### config.mk
export PLATFORM = sky130hd
export DESIGN_NAME = huffman_code_builder
export DESIGN_NICKNAME = d
export VERILOG_FILES = /design/src/sv/hcb_pkg.sv /design/src/sv/hcb_ram.sv /design/src/sv/hcb_scan_unit.sv /design/src/sv/huffman_code_builder.sv
export SDC_FILE = /design/constraint.sdc
export NUM_CORES = 2
export LEC_CHECK = 0
export BUFFER_PORTS_ARGS = -buffer_cell sky130_fd_sc_hd__clkbuf_2
export CORE_ASPECT_RATIO = 1.2
export CORE_UTILIZATION = 58
export DETAILED_ROUTE_END_ITERATION = 8
export GPL_TIMING_DRIVEN = 0
export PLACE_DENSITY = 0.82
export SYNTH_ARGS = -nofsm -noshare
export SYNTH_HDL_FRONTEND = slang
export SYNTH_SLANG_ARGS = --single-unit
### constraint.sdc
create_clock -name i_clk -period 6.15 [get_ports i_clk]
set_clock_uncertainty 0.1 [all_clocks]
set_input_delay 0.9225 -clock i_clk [delete_from_list [all_inputs] [get_ports i_clk]]
set_output_delay 0.9225 -clock i_clk [all_outputs]
set_load 0.05 [all_outputs]
### src/sv/hcb_pkg.sv
// ============================================================================
// hcb_pkg: shared constants for the Huffman code builder
// Field widths and the default capacity of the builder.
// ============================================================================
package hcb_pkg;

    localparam int MAX_SYMBOLS_DEF = 16;
    localparam int SYM_W           = 8;
    localparam int FREQ_W          = 16;
    localparam int WEIGHT_W        = 20;
    localparam int LEN_W           = 4;
    localparam int CODE_W          = 15;

endpackage

### src/sv/hcb_ram.sv
// ============================================================================
// hcb_ram: generic single-port-write RAM
// One write port, one read port, registered read data.
// ============================================================================
module hcb_ram #(
    parameter int WIDTH = 8,
    parameter int DEPTH = 16
) (
    input  logic                     i_clk,
    input  logic                     i_we,
    input  logic [$clog2(DEPTH)-1:0] i_waddr,
    input  logic [WIDTH-1:0]         i_wdata,
    input  logic [$clog2(DEPTH)-1:0] i_raddr,
    output logic [WIDTH-1:0]         o_rdata
);

    logic [WIDTH-1:0] r_mem [DEPTH];
    logic [WIDTH-1:0] r_rdata;

    always_ff @(posedge i_clk) begin
        if (i_we) begin
            r_mem[i_waddr] <= i_wdata;
        end
        r_rdata <= r_mem[i_raddr];
    end

    assign o_rdata = r_rdata;

endmodule

### src/sv/hcb_scan_unit.sv
// ============================================================================
// hcb_scan_unit: running two-minimum tracker
// Takes one slot weight per step and keeps the lightest and second lightest.
// ============================================================================
module hcb_scan_unit #(
    parameter int SW = 4,
    parameter int NW = 5
) (
    input  logic                         i_clk,
    input  logic                         i_step,
    input  logic [SW-1:0]                i_pos,
    input  logic [NW-1:0]                i_node,
    input  logic [hcb_pkg::WEIGHT_W-1:0] i_weight,
    output logic [SW-1:0]                o_slot_a,
    output logic [SW-1:0]                o_slot_b,
    output logic [NW-1:0]                o_node_a,
    output logic [NW-1:0]                o_node_b,
    output logic [hcb_pkg::WEIGHT_W-1:0] o_weight_sum
);

    logic [SW-1:0]                r_sa, r_sb;
    logic [NW-1:0]                r_na, r_nb;
    logic [hcb_pkg::WEIGHT_W-1:0] r_wa, r_wb;
    logic                         lt_a, lt_b, first, second;

    assign first  = (i_pos == SW'(0));
    assign second = (i_pos == SW'(1));
    assign lt_a   = (i_weight < r_wa);
    assign lt_b   = (i_weight < r_wb);

    always_ff @(posedge i_clk) begin
        if (i_step) begin
            if (first) begin
                r_sa <= i_pos; r_na <= i_node; r_wa <= i_weight;
            end else if (lt_a) begin
                // new lightest; old lightest drops to second
                r_sb <= r_sa; r_nb <= r_na; r_wb <= r_wa;
                r_sa <= i_pos; r_na <= i_node; r_wa <= i_weight;
            end else if (second || lt_b) begin
                r_sb <= i_pos; r_nb <= i_node; r_wb <= i_weight;
            end
        end
    end

    assign o_slot_a     = r_sa;
    assign o_slot_b     = r_sb;
    assign o_node_a     = r_na;
    assign o_node_b     = r_nb;
    assign o_weight_sum = r_wa + r_wb;

endmodule

### src/sv/huffman_code_builder.sv
// ============================================================================
// huffman_code_builder: Huffman tree build and code emission
// Loads leaves, merges under a sequencer, walks the tree and emits codes.
// ============================================================================
// Symbols load one transaction per cycle. The transaction with last set
// stalls the input while the tree is built and codes are emitted. With n
// leaves the build first writes an identity slot list of n entries, then
// each merge with L live slots runs one slot RAM read, one node RAM read
// and one compare per slot through the shared two-minimum unit, followed by
// write-back and swap (S_MERGE, S_SWAP_RD, S_SWAP_WB, S_SWAP_WL). The
// depth-first walk fetches and pushes the root, then pops each node through
// S_POP, S_POP_RN and S_VISIT, with one S_PUSH_L per left child pushed and
// one S_EMIT per output transaction, held by output backpressure. Overall
// the run is quadratic in n, bounded by the single read ports of the RAMs.
// ============================================================================
module huffman_code_builder #(
    parameter int MAX_SYMBOLS = hcb_pkg::MAX_SYMBOLS_DEF
) (
    input  logic                         i_clk,
    input  logic                         i_rst_n,
    input  logic                         i_in_valid,
    output logic                         o_in_ready,
    input  logic [hcb_pkg::SYM_W-1:0]    i_symbol,
    input  logic [hcb_pkg::FREQ_W-1:0]   i_frequency,
    input  logic                         i_last,
    output logic                         o_out_valid,
    input  logic                         i_out_ready,
    output logic [hcb_pkg::SYM_W-1:0]    o_leaf_symbol,
    output logic [hcb_pkg::LEN_W-1:0]    o_code_length,
    output logic [hcb_pkg::CODE_W-1:0]   o_code_bits,
    output logic                         o_overflowed,
    output logic                         o_final_code
);

    localparam int NODES  = 2 * MAX_SYMBOLS - 1;
    localparam int NW     = $clog2(NODES);
    localparam int SW     = $clog2(MAX_SYMBOLS);
    localparam int CW     = $clog2(MAX_SYMBOLS + 1);
    localparam int WW     = hcb_pkg::WEIGHT_W;
    localparam int SYW    = hcb_pkg::SYM_W;
    localparam int LW     = hcb_pkg::LEN_W;
    localparam int CDW    = hcb_pkg::CODE_W;
    // node word: {weight, left, right, leaf flag, symbol}
    localparam int NODE_DW = WW + 2 * NW + 1 + SYW;
    localparam int LEAF_B  = SYW;
    localparam int RIGHT_L = SYW + 1;
    localparam int LEFT_L  = SYW + 1 + NW;
    localparam int WGT_L   = SYW + 1 + 2 * NW;
    // stack word: {node, depth, code}
    localparam int STK_DW  = NW + LW + CDW;

    typedef enum logic [15:0] {
        S_LOAD      = 16'h0001,
        S_INIT      = 16'h0002,
        S_SCAN_RS   = 16'h0004,
        S_SCAN_RN   = 16'h0008,
        S_SCAN_CMP  = 16'h0010,
        S_MERGE     = 16'h0020,
        S_SWAP_RD   = 16'h0040,
        S_SWAP_WB   = 16'h0080,
        S_SWAP_WL   = 16'h0100,
        S_ROOT_RD   = 16'h0200,
        S_ROOT_PUSH = 16'h0400,
        S_POP       = 16'h0800,
        S_POP_RN    = 16'h1000,
        S_VISIT     = 16'h2000,
        S_PUSH_L    = 16'h4000,
        S_EMIT      = 16'h8000
    } t_state;

    t_state r_state, n_state;

    logic [CW-1:0]  r_count, n_count;   // leaves held
    logic           r_ovf, n_ovf;
    logic [CW-1:0]  r_i, n_i;           // slot counter
    logic [CW-1:0]  r_live, n_live;
    logic [NW-1:0]  r_next, n_next;
    logic [CW-1:0]  r_sp, n_sp;
    logic [NW-1:0]  r_nd, n_nd;
    logic [LW-1:0]  r_d, n_d;
    logic [CDW-1:0] r_c, n_c;
    logic [NW-1:0]  r_left, n_left;

    // output register
    logic           r_ovalid, n_ovalid;
    logic [SYW-1:0] r_osym, n_osym;
    logic [LW-1:0]  r_olen, n_olen;
    logic [CDW-1:0] r_ocode, n_ocode;
    logic           r_oovf, n_oovf;
    logic           r_ofinal, n_ofinal;

    // RAM ports
    logic               node_we, slot_we, stk_we;
    logic [NW-1:0]      node_waddr, node_raddr;
    logic [NODE_DW-1:0] node_wdata, node_rdata;
    logic [SW-1:0]      slot_waddr, slot_raddr;
    logic [NW-1:0]      slot_wdata, slot_rdata;
    logic [SW-1:0]      stk_waddr, stk_raddr;
    logic [STK_DW-1:0]  stk_wdata, stk_rdata;

    // scan unit
    logic           scan_step;
    logic [SW-1:0]  pick_sa, pick_sb;
    logic [NW-1:0]  pick_na, pick_nb;
    logic [WW-1:0]  pick_sum;

    logic           in_fire;
    logic [CW-1:0]  live_m1;

    assign in_fire = i_in_valid && o_in_ready;
    assign live_m1 = r_live - CW'(1);

    hcb_ram #(.WIDTH(NODE_DW), .DEPTH(NODES)) u_node_ram (
        .i_clk(i_clk), .i_we(node_we), .i_waddr(node_waddr), .i_wdata(node_wdata),
        .i_raddr(node_raddr), .o_rdata(node_rdata)
    );

    hcb_ram #(.WIDTH(NW), .DEPTH(MAX_SYMBOLS)) u_slot_ram (
        .i_clk(i_clk), .i_we(slot_we), .i_waddr(slot_waddr), .i_wdata(slot_wdata),
        .i_raddr(slot_raddr), .o_rdata(slot_rdata)
    );

    hcb_ram #(.WIDTH(STK_DW), .DEPTH(MAX_SYMBOLS)) u_stack_ram (
        .i_clk(i_clk), .i_we(stk_we), .i_waddr(stk_waddr), .i_wdata(stk_wdata),
        .i_raddr(stk_raddr), .o_rdata(stk_rdata)
    );

    hcb_scan_unit #(.SW(SW), .NW(NW)) u_scan (
        .i_clk(i_clk), .i_step(scan_step), .i_pos(r_i[SW-1:0]), .i_node(r_nd),
        .i_weight(node_rdata[WGT_L +: WW]),
        .o_slot_a(pick_sa), .o_slot_b(pick_sb), .o_node_a(pick_na),
        .o_node_b(pick_nb), .o_weight_sum(pick_sum)
    );

    always_comb begin
        n_state  = r_state;
        n_count  = r_count;
        n_ovf    = r_ovf;
        n_i      = r_i;
        n_live   = r_live;
        n_next   = r_next;
        n_sp     = r_sp;
        n_nd     = r_nd;
        n_d      = r_d;
        n_c      = r_c;
        n_left   = r_left;
        n_ovalid = r_ovalid;
        n_osym   = r_osym;
        n_olen   = r_olen;
        n_ocode  = r_ocode;
        n_oovf   = r_oovf;
        n_ofinal = r_ofinal;

        node_we    = 1'b0;
        node_waddr = r_count[NW-1:0];
        node_wdata = {WW'(i_frequency), {NW{1'b0}}, {NW{1'b0}}, 1'b1, i_symbol};
        node_raddr = slot_rdata;
        slot_we    = 1'b0;
        slot_waddr = r_i[SW-1:0];
        slot_wdata = NW'(r_i);
        slot_raddr = r_i[SW-1:0];
        stk_we     = 1'b0;
        stk_waddr  = r_sp[SW-1:0];
        stk_wdata  = {node_rdata[RIGHT_L +: NW], r_d + LW'(1), r_c[CDW-2:0], 1'b1};
        stk_raddr  = r_sp[SW-1:0];
        scan_step  = 1'b0;
        o_in_ready = 1'b0;

        case (r_state)
            S_LOAD: begin
                o_in_ready = 1'b1;
                if (in_fire) begin
                    if (r_count < CW'(MAX_SYMBOLS)) begin
                        node_we = 1'b1;
                        n_count = r_count + CW'(1);
                    end else begin
                        n_ovf = 1'b1;
                    end
                    if (i_last) begin
                        n_i     = '0;
                        n_state = S_INIT;
                    end
                end
            end
            S_INIT: begin
                // identity slot list
                slot_we = 1'b1;
                n_i     = r_i + CW'(1);
                if (r_i == r_count - CW'(1)) begin
                    n_live = r_count;
                    n_next = NW'(r_count);
                    n_i    = '0;
                    n_state = (r_count > CW'(1)) ? S_SCAN_RS : S_ROOT_RD;
                end
            end
            S_SCAN_RS: begin
                n_state = S_SCAN_RN;
            end
            S_SCAN_RN: begin
                n_nd    = slot_rdata;
                n_state = S_SCAN_CMP;
            end
            S_SCAN_CMP: begin
                scan_step = 1'b1;
                n_i       = r_i + CW'(1);
                if (r_i == live_m1) begin
                    n_state = S_MERGE;
                end else begin
                    n_state = S_SCAN_RS;
                end
            end
            S_MERGE: begin
                node_we    = 1'b1;
                node_waddr = r_next;
                node_wdata = {pick_sum, pick_na, pick_nb, 1'b0, {SYW{1'b0}}};
                slot_we    = 1'b1;
                slot_waddr = pick_sa;
                slot_wdata = r_next;
                n_state    = S_SWAP_RD;
            end
            S_SWAP_RD: begin
                slot_raddr = live_m1[SW-1:0];
                n_state    = S_SWAP_WB;
            end
            S_SWAP_WB: begin
                slot_we    = 1'b1;
                slot_waddr = pick_sb;
                slot_wdata = slot_rdata;
                n_state    = S_SWAP_WL;
            end
            S_SWAP_WL: begin
                slot_we    = 1'b1;
                slot_waddr = live_m1[SW-1:0];
                slot_wdata = pick_nb;
                n_live     = live_m1;
                n_next     = r_next + NW'(1);
                n_i        = '0;
                n_state    = (live_m1 > CW'(1)) ? S_SCAN_RS : S_ROOT_RD;
            end
            S_ROOT_RD: begin
                slot_raddr = '0;
                n_state    = S_ROOT_PUSH;
            end
            S_ROOT_PUSH: begin
                stk_we    = 1'b1;
                stk_waddr = '0;
                stk_wdata = {slot_rdata, {LW{1'b0}}, {CDW{1'b0}}};
                n_sp      = CW'(1);
                n_state   = S_POP;
            end
            S_POP: begin
                n_sp      = r_sp - CW'(1);
                stk_raddr = n_sp[SW-1:0];
                n_state   = S_POP_RN;
            end
            S_POP_RN: begin
                node_raddr = stk_rdata[LW+CDW +: NW];
                n_nd       = stk_rdata[LW+CDW +: NW];
                n_d        = stk_rdata[CDW +: LW];
                n_c        = stk_rdata[CDW-1:0];
                n_state    = S_VISIT;
            end
            S_VISIT: begin
                if (node_rdata[LEAF_B]) begin
                    n_ovalid = 1'b1;
                    n_osym   = node_rdata[SYW-1:0];
                    n_olen   = r_d;
                    n_ocode  = r_c;
                    n_oovf   = r_ovf;
                    n_ofinal = (r_sp == '0);
                    n_state  = S_EMIT;
                end else begin
                    // right first so left pops first
                    stk_we  = 1'b1;
                    n_left  = node_rdata[LEFT_L +: NW];
                    n_sp    = r_sp + CW'(1);
                    n_state = S_PUSH_L;
                end
            end
            S_PUSH_L: begin
                stk_we    = 1'b1;
                stk_wdata = {r_left, r_d + LW'(1), r_c[CDW-2:0], 1'b0};
                n_sp      = r_sp + CW'(1);
                n_state   = S_POP;
            end
            S_EMIT: begin
                if (i_out_ready) begin
                    n_ovalid = 1'b0;
                    if (r_ofinal) begin
                        n_count = '0;
                        n_ovf   = 1'b0;
                        n_state = S_LOAD;
                    end else begin
                        n_state = S_POP;
                    end
                end
            end
            default: begin
                n_state = S_LOAD;
            end
        endcase
    end

    always_ff @(posedge i_clk) begin
        if (!i_rst_n) begin
            r_state  <= S_LOAD;
            r_count  <= '0;
            r_ovf    <= 1'b0;
            r_ovalid <= 1'b0;
        end else begin
            r_state  <= n_state;
            r_count  <= n_count;
            r_ovf    <= n_ovf;
            r_ovalid <= n_ovalid;
        end
    end

    always_ff @(posedge i_clk) begin
        r_i      <= n_i;
        r_live   <= n_live;
        r_next   <= n_next;
        r_sp     <= n_sp;
        r_nd     <= n_nd;
        r_d      <= n_d;
        r_c      <= n_c;
        r_left   <= n_left;
        r_osym   <= n_osym;
        r_olen   <= n_olen;
        r_ocode  <= n_ocode;
        r_oovf   <= n_oovf;
        r_ofinal <= n_ofinal;
    end

    assign o_out_valid   = r_ovalid;
    assign o_leaf_symbol = r_osym;
    assign o_code_length = r_olen;
    assign o_code_bits   = r_ocode;
    assign o_overflowed  = r_oovf;
    assign o_final_code  = r_ofinal;

endmodule

### Word level (Yosys, flattened, before mapping)

Memory sizes are Yosys's and may differ from the RTL's. A register that Yosys moved wholly into a read port is not among the register bits.
Cells that the tools add are included.

* register bits: 159
* latch bits: 0
* bits in writable memories: 1673
* memory bits (read-only): 0
* input bits: 29
* output and inout port bits: 31
* word-level logic and storage cells: 163
* memories: 3

Memories
* u_node_ram.r_mem: depth 31, width 39, read ports 1, clocked after memory_dff 1, write ports 1, RTL line hcb_ram.sv:17 `logic [WIDTH-1:0] r_mem [DEPTH];`
* u_stack_ram.r_mem: depth 16, width 24, read ports 1, clocked after memory_dff 1, write ports 1, RTL line hcb_ram.sv:17
* u_slot_ram.r_mem: depth 16, width 5, read ports 1, clocked after memory_dff 1, write ports 1, RTL line hcb_ram.sv:17

* add/sub/neg operators: 9
* multiply operators: 0
* div/mod/pow operators: 0
* magnitude comparators: 5
* equal/unequal tests: 28
* shifts and indexed selects: 0
* muxes and demuxes: 68
* bitwise logic cells: 2
* reduce and logical (&&, ||, !) cells: 25

Operators by type and width (number)
* $pmux 16 s15: 1
* $mux 16: 5
* $mux 20: 4
* $mux 5: 15
* $pmux 24 s2: 1
* $lt 20x20->1: 2
* $pmux 5 s2: 4
* $pmux 5 s4: 2
* $mux 39: 1
* $mux 4: 6
* $add 20x20->20: 1
* $add 5x1->5 const B: 4
* $mux 10: 2
* $mux 1: 18
* $eq 16x1->1 const B: 1
* $eq 16x10->1 const B: 1
* $eq 16x11->1 const B: 1
* $eq 16x12->1 const B: 1
* $eq 16x13->1 const B: 1
* $eq 16x14->1 const B: 1
* $eq 16x15->1 const B: 1
* $eq 16x16->1 const B: 1
* $eq 16x2->1 const B: 1
* $eq 16x3->1 const B: 1
* other kinds (33): 61

### Logic depth before layout (Yosys ltp)

* depth in word-level cells: 7
* mapped depth: 14
* mapped depth without buffers: 11

### By module

From an unflattened synthesis, not the netlist that was laid out.

* cell total of the unflattened synthesis: 3847
* area, all modules: 74765.5 sq um

By module, submodules not included
* hcb_ram at u_node_ram: instances 1, cells each 2148, area an instance 47211.5 sq um, seq. area each 37085.6 sq um
* hcb_ram at u_stack_ram: instances 1, cells each 636, area an instance 14930.6 sq um, seq. area each 12011.5 sq um
* huffman_code_builder: instances 1, cells each 555, area an instance 5435.2 sq um, seq. area each 2802.7 sq um
* hcb_scan_unit: instances 1, cells each 353, area an instance 3975.1 sq um, seq. area each 1741.7 sq um
* hcb_ram at u_slot_ram: instances 1, cells each 155, area an instance 3213.1 sq um, seq. area each 2502.4 sq um

### Worst setup path before layout

Ideal clock, no wire load.

* kind: register to register
* from: register r_state[1]
* to: memory u_node_ram.r_mem[25][0] (netlist name) (enable)
* setup time: 0.435 ns
* arrival time: 4.637 ns
* required time: 5.615 ns
* slack: 0.978 ns
* cell stages (with the launch flop): 8
* path buffers: 0
* clock period less this slack: 5.172 ns
* cell sequence: dfxtp_1 nor4_4 nand4_1 nor4b_2 nand2_1 nor2_1 a31oi_1 nor2_1

* word-level cells in the longest chain between the ends: 7
* elaborated cells between the ends (all ways): 9
* those cells by class: 2 x eq/ne; 6 x mux; 1 x reduce/logical

Ends and longest elaborated chain
* from (decl): RTL line huffman_code_builder.sv:71 `t_state r_state, n_state;`
* from (signal assigned): RTL line huffman_code_builder.sv:311 `r_state <= n_state;`
* $eq 16x1->1: RTL line huffman_code_builder.sv:169 `case (r_state)`
* $mux 1: RTL line huffman_code_builder.sv:169
* named net o_in_ready: RTL line huffman_code_builder.sv:22 `output logic o_in_ready,`
* $logic_and 1x1->1: RTL line huffman_code_builder.sv:110 `assign in_fire = i_in_valid && o_in_ready;`
* $mux 1: RTL line huffman_code_builder.sv:172 `if (in_fire) begin`
* $pmux 1 s2: RTL line huffman_code_builder.sv:169
* $mux 1: RTL line hcb_ram.sv:21 `if (i_we) begin`
* $mux 1 (implied by the code): RTL line hcb_ram.sv:22 `r_mem[i_waddr] <= i_wdata;`
* to (decl): RTL line hcb_ram.sv:17

The timed path passes the listed nets, and every way through them passes these cells.

### Final worst setup path

* from: register r_state[1]
* to: register u_node_ram.r_rdata[21], in the netlist u_node_ram.o_rdata[21], read port of u_node_ram.r_mem

* word-level cells in the longest chain between the ends: 2

Ends and longest elaborated chain
* $eq 16x13->1: RTL line huffman_code_builder.sv:169
* $mux 5: RTL line huffman_code_builder.sv:169
* to (decl): RTL line hcb_ram.sv:18 `logic [WIDTH-1:0] r_rdata;`

No other way between the ends.
A chain may end at the register's enable or synchronous reset.

==> results.cfg <==
[power]
peakVddDrop_v = 0.000317
p_per_area_nw_per_um2 = 364
power_leakage_uw = 0.0292

[die]
start_util = 0.588
die-area_um2 = 132000
pin_count = 60
die_y_um = 398
die_x_um = 332
core_um2 = 129000
rows = 144

[route]
maxUsedRoutingLayer = met5
drt_iter0_markers = 7147
wl_met1_mm = 66.8
routed-wl-met3_mm = 25.4
met2_length_mm = 99.9
drtPass1Iterations = 9
wl_per_cell_um = 28.4
remaining_drc_errors = 0
final_antenna_net_count = 0
avgViaCountPerCell = 6.70
vias = 47900
finalWirelength_mm = 203

[sta]
slew_viol_final = 9
setup_viol = 0
worst_slack_ns = 0.179
worstMarginPinSlew_ns = 1.55
rsz0062_at_grt = false
relSlewSlack = -0.0360
fin_crit_sh = 0.971
hold_violations = 0
max_clock_freq_mhz = 167
layout_min_cycle_time_ns = 5.97

[global_routing]
grt_pass1_vias = 47500
track_usage = 0.304
grt-ovfl-total = 0
antenna_found_initial = 7
grt_max_degree = 36
grt_pass1_wl_mm = 297

[setup_path]
reg2reg_depth = 10
crit_start = r_state[1]$_SDFFE_PN0P_
reg2reg_from = r_state[1]$_SDFFE_PN0P_
critical_path_required_ns = 6.73
path_class = register to register
crit_path_max_fanout = 25
critPathLaunchType = register
crit_path_end_kind = register
rrSetupSlack_ns = 0.18
cp.arrival_ns = 6.55
reg2reg_to = u_node_ram.o_rdata[21]$_DFF_P_

[place]
port_buffers = 58
post-dp-hpwl_mm = 131
gp_congestion = 0.908
pre_cts_slack_ns = 0.572

[synth]
synth_ff_type = edfxtp_1
synth_most_common_cell = edfxtp_1
synth_area_um2 = 75800
syn_avg_cell_area_um2 = 15.1
ys_warn_count = 0
synth_fp_nets = 5132
synth_mux_area_frac = 0.0538
synth-edff-count = 1809
synth_compound_area_frac = 0.0765
synthCells = 5031
synth_top_family_by_area = simple AND/OR/NAND/NOR gates
synth_xor_area_frac = 0.00566
yosys.area.top_type = edfxtp_1
synth_cell_types = 80
async_flop_share = 0
synth-simple-area-share = 0.0884
synthTopCellsByArea = edfxtp_1 72%, nand2_1 4.7%, mux4_2 2.9%, dfxtp_1 2.4%, mux2i_1 2.2%
yosys_register_bits = 1900
synth_top_cell_area_share = 0.716
ys_seq_area_frac = 0.740
synth_common_cells = 1809 x edfxtp_1, 949 x nand2_1, 204 x a21oi_1
synthAdderAreaFrac = 0.0120

[min_path]
hp-start = u_stack_ram.o_rdata[5]$_DFF_P_
holdPathEnd = r_c[5]$_DFFE_PN_
hold_path.class = register to register
whs_path_depth = 0

[clocking]
cts_tree = yes
clockBufferDepth = 3
holdBufCountCts = 0
cts_buffers = 169
path_clk_slew_ns = 0.07
clock-sinks = 1900
cts-resized-gates = 0
clockRootBuffer = clkbuf_16
htree_levels = 4
cts_setup_buffers = 0
worstSkewPairLatency_ns = 0.82

[job]
drv_cap = 2

[status]
violations = capacitance limit, slew limit
status = complete, but fails checks

[finish]
syn_to_final_growth_pct = 12.7
nFillCells = 7999
drive_above_1_share = 0.140
nets = 5422
final_util = 0.662
flip-flops by register name, summed over array words and instances, names as in the netlist, 8 cells and up:
register and flops:
o_code_bits 15, o_leaf_symbol 8, r_c 15, r_state 16, u_node_ram.o_rdata 39, u_node_ram.r_mem 1209
u_scan.r_wa 20, u_scan.r_wb 20, u_slot_ram.r_mem 80, u_stack_ram.o_rdata 24, u_stack_ram.r_mem 384
cell type report:
| class | count | area (µm²) | share of cell area |
|---|---|---|---|
| Antenna cell | 1 | 2.50 | 0.0000293 |
| Buffer | 296 | 1520 | 0.0178 |
| Clock buffer | 219 | 4520 | 0.0529 |
| Clock inverter | 94 | 948 | 0.0111 |
| Inverter | 63 | 239 | 0.00280 |
| Multi-Input combinational cell | 2772 | 18400 | 0.215 |
| Sequential cell | 1900 | 56100 | 0.657 |
| Tap cell | 1679 | 2100 | 0.0246 |
| Timing Repair Buffer | 119 | 1560 | 0.0183 |
placed cells by master, fill, tap and decap left out, types with 20 or more instances in the layout:
| cell | Yosys | final |
|---|---|---|
| a211oi_1 | 81 | 81 |
| a21oi_1 | 204 | 199 |
| a222oi_1 | 28 | 28 |
| a22o_1 | 41 | 41 |
| a31oi_1 | 128 | 124 |
| a32oi_1 | 118 | 118 |
| and2_1 | 42 | 40 |
| and3_1 | 82 | 82 |
| buf_12 | 0 | 20 |
| buf_16 | 0 | 21 |
| buf_2 | 103 | 103 |
| buf_4 | 24 | 25 |
| buf_6 | 25 | 27 |
| clkbuf_1 | 128 | 169 |
| clkbuf_16 | 0 | 172 |
| clkbuf_2 | 0 | 59 |
| clkinv_1 | 0 | 37 |
| clkinv_2 | 0 | 28 |
| dfxtp_1 | 91 | 91 |
| edfxtp_1 | 1809 | 1809 |
| ha_1 | 71 | 71 |
| inv_1 | 58 | 58 |
| mux2i_1 | 170 | 170 |
| mux4_2 | 96 | 96 |
| nand2_1 | 949 | 949 |
| nand3_1 | 113 | 113 |
| nor2_1 | 183 | 133 |
| nor2_4 | 0 | 46 |
| nor3_2 | 39 | 40 |
| o21ai_0 | 103 | 87 |
| o21ai_1 | 38 | 40 |
| o32ai_1 | 39 | 39 |
| xnor2_1 | 21 | 21 |
| xor2_1 | 28 | 28 |
kinds of logic (layout without fill, tap and decap cells):
group	Yosys count	after routing
adders and majority gates	72	72
and+or+nand+nor	1507	1507
other	0	1
xor gates and xnor gates	49	49
buffers and inverters	359	791
DFF	1900	1900
muxes	285	285
AOI/OAI and AO/OA	859	859
how the worst max path moves through the flow:
stage                                        end  depth (start not counted)
2_1_floorplan  u_node_ram.r_mem[25][0]$_DFFE_PP_                          7
3_3_place_gp   u_node_ram.r_mem[3][32]$_DFFE_PP_                          7
3_5_place_dp      u_node_ram.o_rdata[19]$_DFF_P_                         10
4_1_cts           u_node_ram.o_rdata[21]$_DFF_P_                         10
5_1_grt           u_node_ram.o_rdata[21]$_DFF_P_                         10
6_report          u_node_ram.o_rdata[21]$_DFF_P_                         10
where the power goes:
part | switching (µW) | total [µW] | internal, µW
combinational | 4250 | 5990 | 1730
sequential | 173 | 14600 | 14400
clock | 4760 | 10500 | 5740
layer usage:
metal | vias up | GRT usage
li1 | 19900 | -
met1 | 23400 | 0.365
met2 | 3923 | 0.511
met3 | 744 | 0.0764
met4 | 8 | 0.152
met5 | - | 0
worst max-delay path: stages, from the launching register on:
cell and delay, ns:
dfxtp_1 0.39, nor4_4 0.52, nand4_4 0.27, nor2_8 0.60, mux2i_2 1.25, clkbuf_1 0.84, clkbuf_1 0.73, buf_1 0.44
nand3_1 0.12, a21oi_1 0.43, nor3_2 0.10
stage by stage:
| step | instance area (µm²) | total power [µW] | TNS [ns] | instances | hold WS (ns) |
|---|---|---|---|---|---|
| after floorplan | 75800 | 18300 | 0 | 5031 | 0.286 |
| after global placement | 78200 | 20300 | -317.32 | 6768 | 0.286 |
| after detailed placement | 79900 | 20500 | 0 | 6828 | 0.289 |
| after CTS | 85400 | 30900 | 0 | 7141 | 0.289 |
| after global routing | 85400 | 31800 | 0 | 7142 | 0.304 |
| final | 85400 | 31100 | 0 | 7143 | 0.303 |
Power figures use the tool's default switching activity.
